`src/hdl/lspg_pkg.sv`:
```
// lspg_pkg: shared constants, types and helpers of the led string pattern generator
// no dependencies; used by lspg_cell, lspg_divser and led_string_pattern_generator

package lspg_pkg;

	localparam int CNT_W   = 32;
	localparam int BYTE_W  = 8;
	localparam int COLOR_W = 3 * BYTE_W;

	// leds in the string, a power of two so the led residues reduce to a mask
	localparam int LED_COUNT = 8;
	localparam int LED_W     = $clog2(LED_COUNT);

	// inverse of 5 modulo 2^32, exact division of multiples of 5
	localparam logic [CNT_W-1:0] INV_FIVE = 32'hCCCC_CCCD;

	// program codes
	localparam logic [BYTE_W-1:0] PROG_GRADIENT = 8'd1;
	localparam logic [BYTE_W-1:0] PROG_DOT      = 8'd2;

	// blink periods in ticks
	localparam int BLINK_FULL = 40;
	localparam int BLINK_HALF = 20;

	// full-white led after full-scale scaling: 255 * 255 >> 8
	localparam logic [COLOR_W-1:0] COLOR_WHITE = 24'hFEFEFE;
	localparam logic [COLOR_W-1:0] COLOR_BLACK = 24'h000000;

	// flags from the tick analysis unit
	typedef struct packed {
		logic on_half;  // tick is a multiple of the half blink period
		logic on_full;  // tick is a multiple of the full blink period
	} lspg_phase_t;

	// bits 15:8 of c * 255
	function automatic logic [BYTE_W-1:0] scale_full(input logic [BYTE_W-1:0] c);
		scale_full = (c == '0) ? '0 : c - 8'd1;
	endfunction

	// startup colors, stored as {first, second, third}
	function automatic logic [COLOR_W-1:0] startup_color(input int idx);
		case (idx)
			0:       startup_color = 24'h00FF00;
			1:       startup_color = 24'hFF0000;
			2:       startup_color = 24'h0000FF;
			3:       startup_color = 24'hFFFFFF;
			5:       startup_color = 24'h808080;
			7:       startup_color = 24'h808080;
			default: startup_color = COLOR_BLACK;
		endcase
	endfunction

endpackage

```
`src/hdl/lspg_cell.sv`:
```
// lspg_cell: one led slot of the frame chain, holds a 24-bit color
// depends on lspg_pkg

module lspg_cell #(
	parameter logic [23:0] RESET_COLOR = 24'h000000
) (
	input  logic                        clk,
	input  logic                        arst_n,
	input  logic                        shift_en,
	input  logic [lspg_pkg::COLOR_W-1:0] din,
	output logic [lspg_pkg::COLOR_W-1:0] dout
);

	logic [lspg_pkg::COLOR_W-1:0] color_q;

	always_ff @(posedge clk or negedge arst_n) begin
		if (!arst_n) begin
			color_q <= RESET_COLOR;
		end else if (shift_en) begin
			color_q <= din;
		end
	end

	assign dout = color_q;

endmodule

```
`src/hdl/lspg_divser.sv`:
```
// lspg_divser: analysis of a tick count by constant residues, no divider
// gives count mod LED_COUNT, (count / half period) mod LED_COUNT and the blink flags; depends on lspg_pkg

module lspg_divser (
	input  logic                        clk,
	input  logic                        arst_n,
	input  logic                        start,
	input  logic [lspg_pkg::CNT_W-1:0]  cnt,
	output logic                        done,
	output logic [lspg_pkg::LED_W-1:0]  mod_n,
	output logic [lspg_pkg::LED_W-1:0]  quo_n,
	output lspg_pkg::lspg_phase_t       phase
);

	localparam int            IW      = lspg_pkg::LED_W;
	localparam logic [IW-1:0] INV_LOW = IW'(lspg_pkg::INV_FIVE);

	// half period is 4 * 5, full period 8 * 5: the low count bits give the
	// power-of-two part, the nibble sum gives the residue mod 5 (16 is 1 mod 5)
	logic [IW+1:0] low_q;
	logic [6:0]    nib_sum_q;
	logic          done_q;

	logic [4:0]    pair_sum [4];
	logic [5:0]    half_lo, half_hi;
	logic [6:0]    nib_sum;
	logic [4:0]    fold;
	logic          five_ok;

	// nibble sum as a shallow adder tree, loaded with the request
	always_comb begin
		for (int k = 0; k < 4; k++) begin
			pair_sum[k] = 5'(cnt[8*k+4 +: 4]) + 5'(cnt[8*k +: 4]);
		end
		half_lo = 6'(pair_sum[0]) + 6'(pair_sum[1]);
		half_hi = 6'(pair_sum[2]) + 6'(pair_sum[3]);
		nib_sum = 7'(half_lo) + 7'(half_hi);
	end

	// fold the stored sum once more, at most 22, then test for a multiple of 5
	always_comb begin
		fold    = 5'(nib_sum_q[6:4]) + 5'(nib_sum_q[3:0]);
		five_ok = (fold == 5'd0) || (fold == 5'd5) || (fold == 5'd10) ||
		          (fold == 5'd15) || (fold == 5'd20);
	end

	always_ff @(posedge clk or negedge arst_n) begin
		if (!arst_n) begin
			done_q    <= 1'b0;
			low_q     <= '0;
			nib_sum_q <= '0;
		end else begin
			done_q <= start;
			if (start) begin
				low_q     <= cnt[IW+1:0];
				nib_sum_q <= nib_sum;
			end
		end
	end

	assign done          = done_q;
	// led count is a power of two
	assign mod_n         = low_q[IW-1:0];
	// exact quotient by 5 of count / 4, modulo LED_COUNT, valid on multiples of the half period only
	assign quo_n         = IW'(low_q[IW+1:2] * INV_LOW);
	assign phase.on_full = five_ok && (low_q[2:0] == 3'd0);
	assign phase.on_half = five_ok && (low_q[1:0] == 2'd0);

endmodule

```
`src/hdl/led_string_pattern_generator.sv`:
```
// led_string_pattern_generator: top level, frame chain of led cells plus tick analysis
// depends on lspg_pkg, lspg_cell and lspg_divser
//
//  channel   direction  handshake              payload
//  in        to block   in_valid / in_stall     tick_count
//  out       from block out_valid / out_stall   led_index, slot_first, slot_second,
//                                               slot_third, last_led
//  cfg       to block   cfg_wr_en               cfg_wr_data (program select)
//
// a request with the last seen tick count is taken and gives nothing
// a new tick count holds in_stall high until its last led is in the output register:
//   the accept cycle loads the count analysis, ST_CALC waits for its residues,
//   then ST_EMIT moves one led per cycle out of the chain while the output is free
// out_stall holds the chain; an emitted led waits in the output register until taken
// reset loads the startup colors into the cells and clears the last count to zero

module led_string_pattern_generator (
	input  logic        clk,
	input  logic        arst_n,
	// tick request
	input  logic        in_valid,
	output logic        in_stall,
	input  logic [31:0] tick_count,
	// led results
	output logic        out_valid,
	input  logic        out_stall,
	output logic [2:0]  led_index,
	output logic [7:0]  slot_first,
	output logic [7:0]  slot_second,
	output logic [7:0]  slot_third,
	output logic        last_led,
	// program select register
	input  logic        cfg_wr_en,
	input  logic [7:0]  cfg_wr_data
);

	localparam int LED_COUNT = lspg_pkg::LED_COUNT;
	localparam int IW        = lspg_pkg::LED_W;
	localparam int CW        = lspg_pkg::COLOR_W;
	localparam int BW        = lspg_pkg::BYTE_W;

	typedef enum logic [1:0] {
		ST_IDLE,
		ST_CALC,
		ST_EMIT
	} state_t;

	state_t                       state_q;
	logic [lspg_pkg::CNT_W-1:0]   last_q;
	logic [BW-1:0]                prog_q;
	logic [IW-1:0]                led_q;   // led being emitted
	logic [IW-1:0]                pos_q;   // gradient position of that led
	logic                         out_valid_q;
	logic [2:0]                   led_index_q;
	logic [CW-1:0]                color_q;
	logic                         last_led_q;

	logic                         accept;
	logic                         start;
	logic                         calc_done;
	logic [IW-1:0]                mod_n, quo_n;
	lspg_pkg::lspg_phase_t        phase;
	logic                         out_free;
	logic                         shift_en;
	logic                         is_last;
	logic [CW-1:0]                head;
	logic [CW-1:0]                tail_in;
	logic [CW-1:0]                fresh;
	logic                         keep;
	logic [BW-1:0]                lvl;
	logic                         even_led;
	logic                         lit;

	// chain taps: tap[i] is the output of cell i
	logic [CW-1:0]                tap [LED_COUNT];

	assign in_stall = (state_q != ST_IDLE);
	assign accept   = in_valid && !in_stall;
	// a repeated count is taken and dropped
	assign start    = accept && (tick_count != last_q);
	assign out_free = !out_valid_q || !out_stall;
	assign shift_en = (state_q == ST_EMIT) && out_free;
	assign is_last  = (led_q == IW'(LED_COUNT - 1));
	assign head     = tap[0];

	// tick analysis runs while the frame waits in the chain
	lspg_divser u_divser (
		.clk    (clk),
		.arst_n (arst_n),
		.start  (start),
		.cnt    (tick_count),
		.done   (calc_done),
		.mod_n  (mod_n),
		.quo_n  (quo_n),
		.phase  (phase)
	);

	// next color of the led now leaving the head of the chain
	always_comb begin
		lvl      = 8'(8'(pos_q) << 5);
		even_led = !led_q[0];
		fresh    = lspg_pkg::COLOR_BLACK;
		keep     = 1'b0;
		lit      = 1'b0;
		if (prog_q == lspg_pkg::PROG_GRADIENT) begin
			// red only, red sits in the second byte
			fresh = {8'h00, lspg_pkg::scale_full(lvl), 8'h00};
		end else if (prog_q == lspg_pkg::PROG_DOT) begin
			keep  = !phase.on_half;
			fresh = (led_q == quo_n) ? lspg_pkg::COLOR_WHITE : lspg_pkg::COLOR_BLACK;
		end else begin
			// blink: even leds lit on full period, odd leds on the half in between
			keep  = !phase.on_half && !phase.on_full;
			lit   = phase.on_full ? even_led : !even_led;
			fresh = lit ? lspg_pkg::COLOR_WHITE : lspg_pkg::COLOR_BLACK;
		end
		// a kept frame just rotates around the chain
		tail_in = keep ? head : fresh;
	end

	// frame chain: shifts toward cell 0, the new frame enters at the tail
	for (genvar i = 0; i < LED_COUNT; i++) begin : g_cell
		logic [CW-1:0] cell_din;
		if (i == LED_COUNT - 1) begin : g_tail
			assign cell_din = tail_in;
		end else begin : g_mid
			assign cell_din = tap[i+1];
		end
		lspg_cell #(
			.RESET_COLOR(lspg_pkg::startup_color(i))
		) u_cell (
			.clk      (clk),
			.arst_n   (arst_n),
			.shift_en (shift_en),
			.din      (cell_din),
			.dout     (tap[i])
		);
	end

	// program select register
	always_ff @(posedge clk or negedge arst_n) begin
		if (!arst_n) begin
			prog_q <= '0;
		end else if (cfg_wr_en) begin
			prog_q <= cfg_wr_data;
		end
	end

	// sequencer with the output register
	always_ff @(posedge clk or negedge arst_n) begin
		if (!arst_n) begin
			state_q     <= ST_IDLE;
			last_q      <= '0;
			led_q       <= '0;
			pos_q       <= '0;
			out_valid_q <= 1'b0;
			led_index_q <= '0;
			color_q     <= '0;
			last_led_q  <= 1'b0;
		end else begin
			// result taken and no new led loaded behind it
			if (out_valid_q && !out_stall && !shift_en) begin
				out_valid_q <= 1'b0;
			end
			unique case (state_q)
				ST_IDLE: begin
					if (start) begin
						last_q  <= tick_count;
						state_q <= ST_CALC;
					end
				end
				ST_CALC: begin
					if (calc_done) begin
						led_q   <= '0;
						pos_q   <= mod_n;
						state_q <= ST_EMIT;
					end
				end
				ST_EMIT: begin
					if (out_free) begin
						out_valid_q <= 1'b1;
						led_index_q <= 3'(led_q);
						color_q     <= head;
						last_led_q  <= is_last;
						led_q       <= led_q + IW'(1);
						pos_q       <= (pos_q == IW'(LED_COUNT - 1)) ? '0 : pos_q + IW'(1);
						if (is_last) begin
							state_q <= ST_IDLE;
						end
					end
				end
				default: begin
					state_q <= ST_IDLE;
				end
			endcase
		end
	end

	assign out_valid   = out_valid_q;
	assign led_index   = led_index_q;
	assign slot_first  = color_q[CW-1 -: BW];
	assign slot_second = color_q[CW-BW-1 -: BW];
	assign slot_third  = color_q[BW-1:0];
	assign last_led    = last_led_q;

endmodule
```
`config.mk`:
```
export PLATFORM = sky130hd
export DESIGN_NAME = led_string_pattern_generator
export DESIGN_NICKNAME = d
export VERILOG_FILES = /design/src/hdl/lspg_pkg.sv /design/src/hdl/lspg_cell.sv /design/src/hdl/lspg_divser.sv /design/src/hdl/led_string_pattern_generator.sv
export SDC_FILE = /design/constraint.sdc
export NUM_CORES = 1
export LEC_CHECK = 0
export BUFFER_PORTS_ARGS = -buffer_cell sky130_fd_sc_hd__clkbuf_2
export CORE_ASPECT_RATIO = 0.6
export CORE_MARGIN = 2
export CORE_UTILIZATION = 50
export DETAILED_ROUTE_END_ITERATION = 7
export PLACE_DENSITY = 0.65
export SKIP_LAST_GASP = 1
export SYNTH_ARGS = -nofsm -noshare
export SYNTH_HDL_FRONTEND = slang
export SYNTH_SLANG_ARGS = --single-unit
```
`constraint.sdc`:
```
create_clock -name clk -period 6.3 [get_ports clk]
set_input_delay 0.945 -clock clk [delete_from_list [all_inputs] [get_ports clk]]
set_output_delay 0.945 -clock clk [all_outputs]
set_load 0.02 [all_outputs]
```
== Word level (Yosys, flattened, before mapping) ==
Index checks and enable logic that the tools add are counted.
Operators by class
  equality and inequality tests: 16
  muxes and demuxes: 24
  reduce and logical (&&, ||, !) cells: 31
  add/sub/neg operators: 11
  $mul: 1
Operators with widths (count)
  $mux W24: 5
  $ne A32 B32 Y1: 1
  $add A4 B4 Y5: 4
  $mux W3: 5
  $add A5 B5 Y6: 2
  $pmux W3 S2: 2
  $eq A5 B4 Y1 const B: 2
  $eq A8 B1 Y1 const B: 1
  $eq A8 B2 Y1 const B: 1
  $logic_and A1 B1 Y1: 8
  $logic_not A8 Y1: 1
  $mux W2: 4
  $mux W8: 1
  $sub A8 B1 Y8 const B: 1
  $add A6 B6 Y7: 1
  $logic_not A1 Y1: 7
  $add A3 B1 Y3 const B: 2
  $eq A3 B3 Y1 const B: 2
  $mux W1: 6
  $pmux W2 S3: 1
  $add A3 B4 Y5: 1
  $eq A5 B3 Y1 const B: 1
  $eq A5 B5 Y1 const B: 1
  $logic_not A5 Y1: 1
  other kinds (13): 22
Word-level totals
  output and inout bits: 30
  input port bits: 45
  logic and storage cells: 103
  register bits: 282

== Depth between registers and ports, before layout ==
  word-level depth: 12
  depth in mapped cells: 13
  mapped depth without buffers: 13

== Hierarchy ==
Synthesis repeated with hierarchy kept, for this count alone.
Unflattened totals
  cell total of the unflattened synthesis: 889
  area total of the unflattened synthesis: 13227.7 µm²
By module, submodules not included
  led_string_pattern_generator: area an instance 3734.8 µm², instances 1, sequential area each 1926.8 µm², cells an instance 347
  lspg_cell at g_cell[0].u_cell ...: area an instance 1007.2 µm², instances 3, sequential area each 610.6 µm², cells an instance 51
  lspg_cell at g_cell[5].u_cell ...: area an instance 1001.0 µm², instances 2, sequential area each 604.3 µm², cells an instance 51
  lspg_cell at g_cell[4].u_cell ...: area an instance 997.2 µm², instances 2, sequential area each 600.6 µm², cells an instance 51
  lspg_divser: area an instance 1447.6 µm², instances 1, sequential area each 325.3 µm², cells an instance 134
  lspg_cell at g_cell[3].u_cell: area an instance 1027.2 µm², instances 1, sequential area each 630.6 µm², cells an instance 51

== Worst setup path after synthesis ==
OpenSTA, ideal clock, no wires.
  path type: input to register
  start: input port tick_count[2]
  end: register u_divser.nib_sum_q[4]
  data arrival time: 4.175 ns
  library setup time: 0.125 ns
  path slack: 2.001 ns
  stages: 12
  buffers on the path: 0
  required time: 6.175 ns
  cell sequence: inv_1 fa_1 inv_1 fa_1 fa_1 inv_1 fa_1 inv_1 ha_1 fa_1 xor2_1 mux2_2
Between the ends
  longest elaborated chain between the ends: 3
  elaborated cells between the ends (all ways): 5
  classes of those cells: add/sub (3); eq/ne (1); reduce/logical (1)
RTL lines
  from (decl): RTL line led_string_pattern_generator.sv:23  | input logic [31:0] tick_count,
  $add A4 B4 Y5: RTL line lspg_divser.sv:33  | pair_sum[k] = 5'(cnt[8*k+4 +: 4]) + 5'(cnt[8*k +: 4]);
  $add A5 B5 Y6: RTL line lspg_divser.sv:35  | half_lo = 6'(pair_sum[0]) + 6'(pair_sum[1]);
  $add A6 B6 Y7: RTL line lspg_divser.sv:37  | nib_sum = 7'(half_lo) + 7'(half_hi);
  to (signal assigned): RTL line lspg_divser.sv:56  | nib_sum_q <= nib_sum;
  to (decl): RTL line lspg_divser.sv:21  | logic [6:0] nib_sum_q;
Several ways; a longest one is shown, not always the timed one.
A chain may end at the register's enable or synchronous reset.

== Worst setup path after layout ==
  start: input port tick_count[6]
  end: register u_divser.nib_sum_q[6]
Same word-level chain as after synthesis.

==> results.txt <==
----------------------------------------------------
[Status]
  Result of the run ... completed

[Synthesis]
  Synth Warn # ... 0
  Register bit count reported by yosys ... 282
  Unique masters post-synth ... 46
  Prevailing post-synth register cell ... dfrtp_1
  Gate Count Post-Synth ... 1230
  Async set-or-reset flop fraction in the synthesized netlist ... 100%
  Sequential area share after synthesis ... 58.5%
  Count of flip-flops with a built-in enable after synthesis ... 0
  Synth Cell Area ... 12200 um^2
  Syn_area_per_cell ... 9.91 um^2
  Total nets after synthesis ... 1316

[Pwr]
  Cell internal pwr ... 4.02 mW
  Peak supply drop ... 0.209 mV
  Combinational fraction of design power ... 26.7%
  Switching Power ... 1.95 mW
  Sequential power share ... 47.1%
  Share of power burned in the clock network ... 26.2%
  Static Leakage ... 7.33 nW
  Power per cell area ... 436 nW/um^2
  Sw frac ... 32.7%

[Clock tree]
  Post-cts gate resize count ... 0
  TritonCTS buffer count ... 26
  Hold buffer count at cts ... 0
  Clock tree from TritonCTS ... done
  Later-pin clock latency in the skew report ... 540 ps
  Bufs on Longest Clock Path ... 3
  H-tree levels ... 1
  TritonCTS Sinks ... 282
  Buffer type at the clock tree root ... clkbuf_16
  Number of buffers added for setup after CTS ... 0
  Clock transition at the register clock pins on the worst setup and hold paths after CTS ... 60 ps

[GRT]
  Total GRT Usage ... 19.7%
  Maximum number of pins on one net before global-route repair ... 206
  Initial antenna violation count ... 0
  Congestion Overflow GR ... 0
  Wire length of the first global-routing pass ... 40800 um
  Number of global-route vias before repair ... 7889

[Drt]
  Amount of wire on met3 after detailed routing ... 1110 um
  Drt wl/cell ... 14.8 um
  DRC viols ... 0
  Number of violations reported at the end of detailed-routing iteration 0 ... 620
  Post-DR vias/cell ... 4.97
  1st-pass router iterations ... 5
  Max Used Layer ... met4
  Met2 layer wire length in the routed design ... 9500 um
  Remaining number of nets flagged by the antenna check after routing ... 0
  Detailed Route WL ... 24100 um
  DRT met1 WL ... 13000 um
  Count of vias placed by the detailed router ... 8072

[Hold path]
  HP Class ... input pin to asynchronous set/reset pin

[Floorplan]
  Initial standard-cell utilization of the core ... 50.7%
  DIE AREA ... 25700 um^2
  Core Footprint ... 24100 um^2
  I/O pin total ... 75
  Die height ... 125 um
  X dimension of the die ... 206 um
  Number of rows in the core area ... 44

[Finish]
  Share of cells above drive strength 1 ... 17.8%
  P&R area growth vs syn ... 12.2%
  Fillers ... 2101
  Count of antenna diodes in the layout ... 0
  Net count reported at finish ... 1367

[Critical path]
  Buffers & Inverters on Critical Path ... 5
  Worst Setup Path Type ... input pin to register
  Worst stage delay on the critical path ... 540 ps
  Top delay family on crit path ... adder cells
  Most common cell on crit path ... fa_1
  Crit. End Element ... register
  Kind of launch point of the worst setup path ... input pin
  Data required time of the critical path ... 6700 ps
  Slowest CP cell ... fa_1
  Series of cell instances along the critical path ... clkbuf_2, inv_1, fa_1, inv_1, fa_1, fa_1, inv_1, fa_1, inv_1, ha_1, fa_1, a21o_1, a21oi_1, mux2i_1
  Maximum fanout along the worst path ... 3
  Arrival @ worst endpoint ... 4460 ps

[Timing]
  Unrepaired setup endpoints after global routing ... false
  Finish-stage setup viols ... 0
  Number of hold violations in the final report ... 0
  Minimum clock period after layout ... 4060 ps
  Post-route fraction of the period consumed by the critical path ... 64.4%
  Final max-slew violation count ... 0
  Clk_skew ... 10.0 ps
  Total Neg Setup Slack ... 0 ps
  Worst slack on hold paths ... 369 ps
  Headroom to the max-slew limit ... 34.9%
  Transition at the pin with the smallest max-transition slack ... 976 ps
  Highest attainable clock frequency ... 247 MHz

[Placement]
  HPWL after detailed placement ... 15000 um
  Buffers on Ports ... 74
  GPL Wtd Cong ... 0.911

[Job]
  Maximum capacitance violations ... 0

----------------------------------------------------
synth_stat cells, types with 2 or more instances:
cell        n  area, um^2
a21oi_1     7        35.0
and2_1      5        31.3
clkbuf_1   48         180
nor3_1      4        20.0
nor4_1      9        56.3
o21ai_0     6        30.0
fa_1       24         480
a21o_1      2        15.0
dfrtp_1   228        5710
buf_2       2        10.0
nor2_1      7        26.3
buf_6       2        22.5
a22o_1      3        26.3
nor2b_1     2        12.5
nand3_1     2        10.0
nand4_1     2        12.5
nand2_1   600        2250
a2111o_1    4        45.0
mux2_2     50         563
dfstp_2    54        1420
inv_1      64         240
a31oi_1     4        25.0
nand4b_1    2        17.5
nand2b_1    2        12.5
a211oi_1    2        15.0
ha_1       17         213
mux2i_1     5        50.1
buf_4       4        30.0
a221o_1    15         150
xor2_1     38         333
per-stage QoR:
step | std cells | instance area [um^2] | total power [mW] | util, % | worst slack (ps)
final | 1623 | 13700 | 5.97 | 56.9 | 2240
after global routing | 1623 | 13700 | 6.40 | 56.9 | 2080
after CTS | 1623 | 13700 | 6.03 | 56.9 | 2250
after detailed placement | 1575 | 12800 | 4.43 | 53.3 | 1700
after global placement | 1575 | 12800 | 4.37 | 53.3 | 1710
after floorplan | 1230 | 12200 | 3.98 | - | 2000
cell families after synthesis:
group	synth area share, %
buffers and inverters	3.96
AO/OA/AOI/OAI	3.50
XOR/XNOR	2.80
adder cells (fa/ha/maj)	5.69
multiplexers	5.03
flip-flops	58.5
AND/OR/NAND/NOR	20.5
registers in the layout (all words and copies together) (netlist names):
signal / cells
color_q: 24
u_divser.done: 1
u_divser.low_q: 5
out_valid: 1
u_divser.nib_sum_q: 7
pos_q: 3
g_cell.u_cell.dout: 192
last_q: 32
last_led: 1
state_q: 2
led_q: 3
led_index: 3
prog_q: 8
layout by cell type, fill, tap and decap left out, types with 2 or more instances in the layout:
| cell | n |
|---|---|
| a2111o_1 | 4 |
| a211oi_1 | 2 |
| a21o_1 | 2 |
| a21oi_1 | 6 |
| a221o_1 | 15 |
| a22o_1 | 3 |
| a31oi_1 | 4 |
| and2_1 | 5 |
| buf_12 | 3 |
| buf_4 | 2 |
| clkbuf_1 | 7 |
| clkbuf_16 | 27 |
| clkbuf_2 | 73 |
| clkbuf_8 | 5 |
| clkinv_2 | 5 |
| clkinvlp_4 | 2 |
| dfrtp_1 | 228 |
| dfstp_2 | 54 |
| fa_1 | 24 |
| ha_1 | 17 |
| inv_1 | 64 |
| mux2_2 | 50 |
| mux2i_1 | 5 |
| nand2_1 | 599 |
| nand2b_1 | 2 |
| nand3_1 | 2 |
| nand4_1 | 2 |
| nand4b_1 | 2 |
| nor2_1 | 7 |
| nor2b_1 | 2 |
| nor3_1 | 4 |
| nor4_1 | 9 |
| o21ai_0 | 6 |
| xor2_1 | 38 |
worst paths after layout:
path	from	endpoint	slack [ps]	cells past startpoint
worst max-delay path	tick_count[6]	u_divser.nib_sum_q[6]	2240	14
worst min-delay path	arst_n	g_cell[5].u_cell.dout[16]	370	1
worst max register to register	last_q[22]	last_q[27]	3390	6
worst min register to register	g_cell[3].u_cell.dout[6]	g_cell[2].u_cell.dout[6]	450	2
max in group asynchronous	arst_n	g_cell[4].u_cell.dout[22]	4500	2
min in group clk	g_cell[3].u_cell.dout[6]	g_cell[2].u_cell.dout[6]	450	2
layer usage:
metal | up-vias | GRT usage [%]
met2 | 127 | 26.0
met4 | 0 | 4.53
met1 | 3959 | 32.8
met5 | - | 0
met3 | 36 | 3.69
li1 | 3950 | -
cell type report:
type / instances / area [um^2] / share of cell area (%)
sequential: 282 / 7120 / 52.1
multi-input combinational: 828 / 4610 / 33.7
clock buffer: 39 / 771 / 5.63
timing repair buffer: 79 / 455 / 3.33
tap: 322 / 403 / 2.95
inverter: 64 / 240 / 1.76
clock inverter: 9 / 78.8 / 0.576
worst reg2reg max path: stages, from the launching register on:
cell	delay (ps)
dfrtp_1	390
xor2_1	160
nor4_1	400
nand4_1	370
o211ai_4	580
buf_4	480
mux2_2	410
power by group through the flow:
stage | registers [mW] | logic (mW) | clock network [mW]
3_3_place_gp | 2.82 | 1.55 | 0
4_1_cts | 2.81 | 1.61 | 1.61
2_1_floorplan | 2.77 | 1.21 | 0
3_5_place_dp | 2.83 | 1.60 | 0
5_1_grt | 2.89 | 1.82 | 1.69
6_report | 2.81 | 1.60 | 1.56
Note: power is estimated with default switching activity, not from simulation.
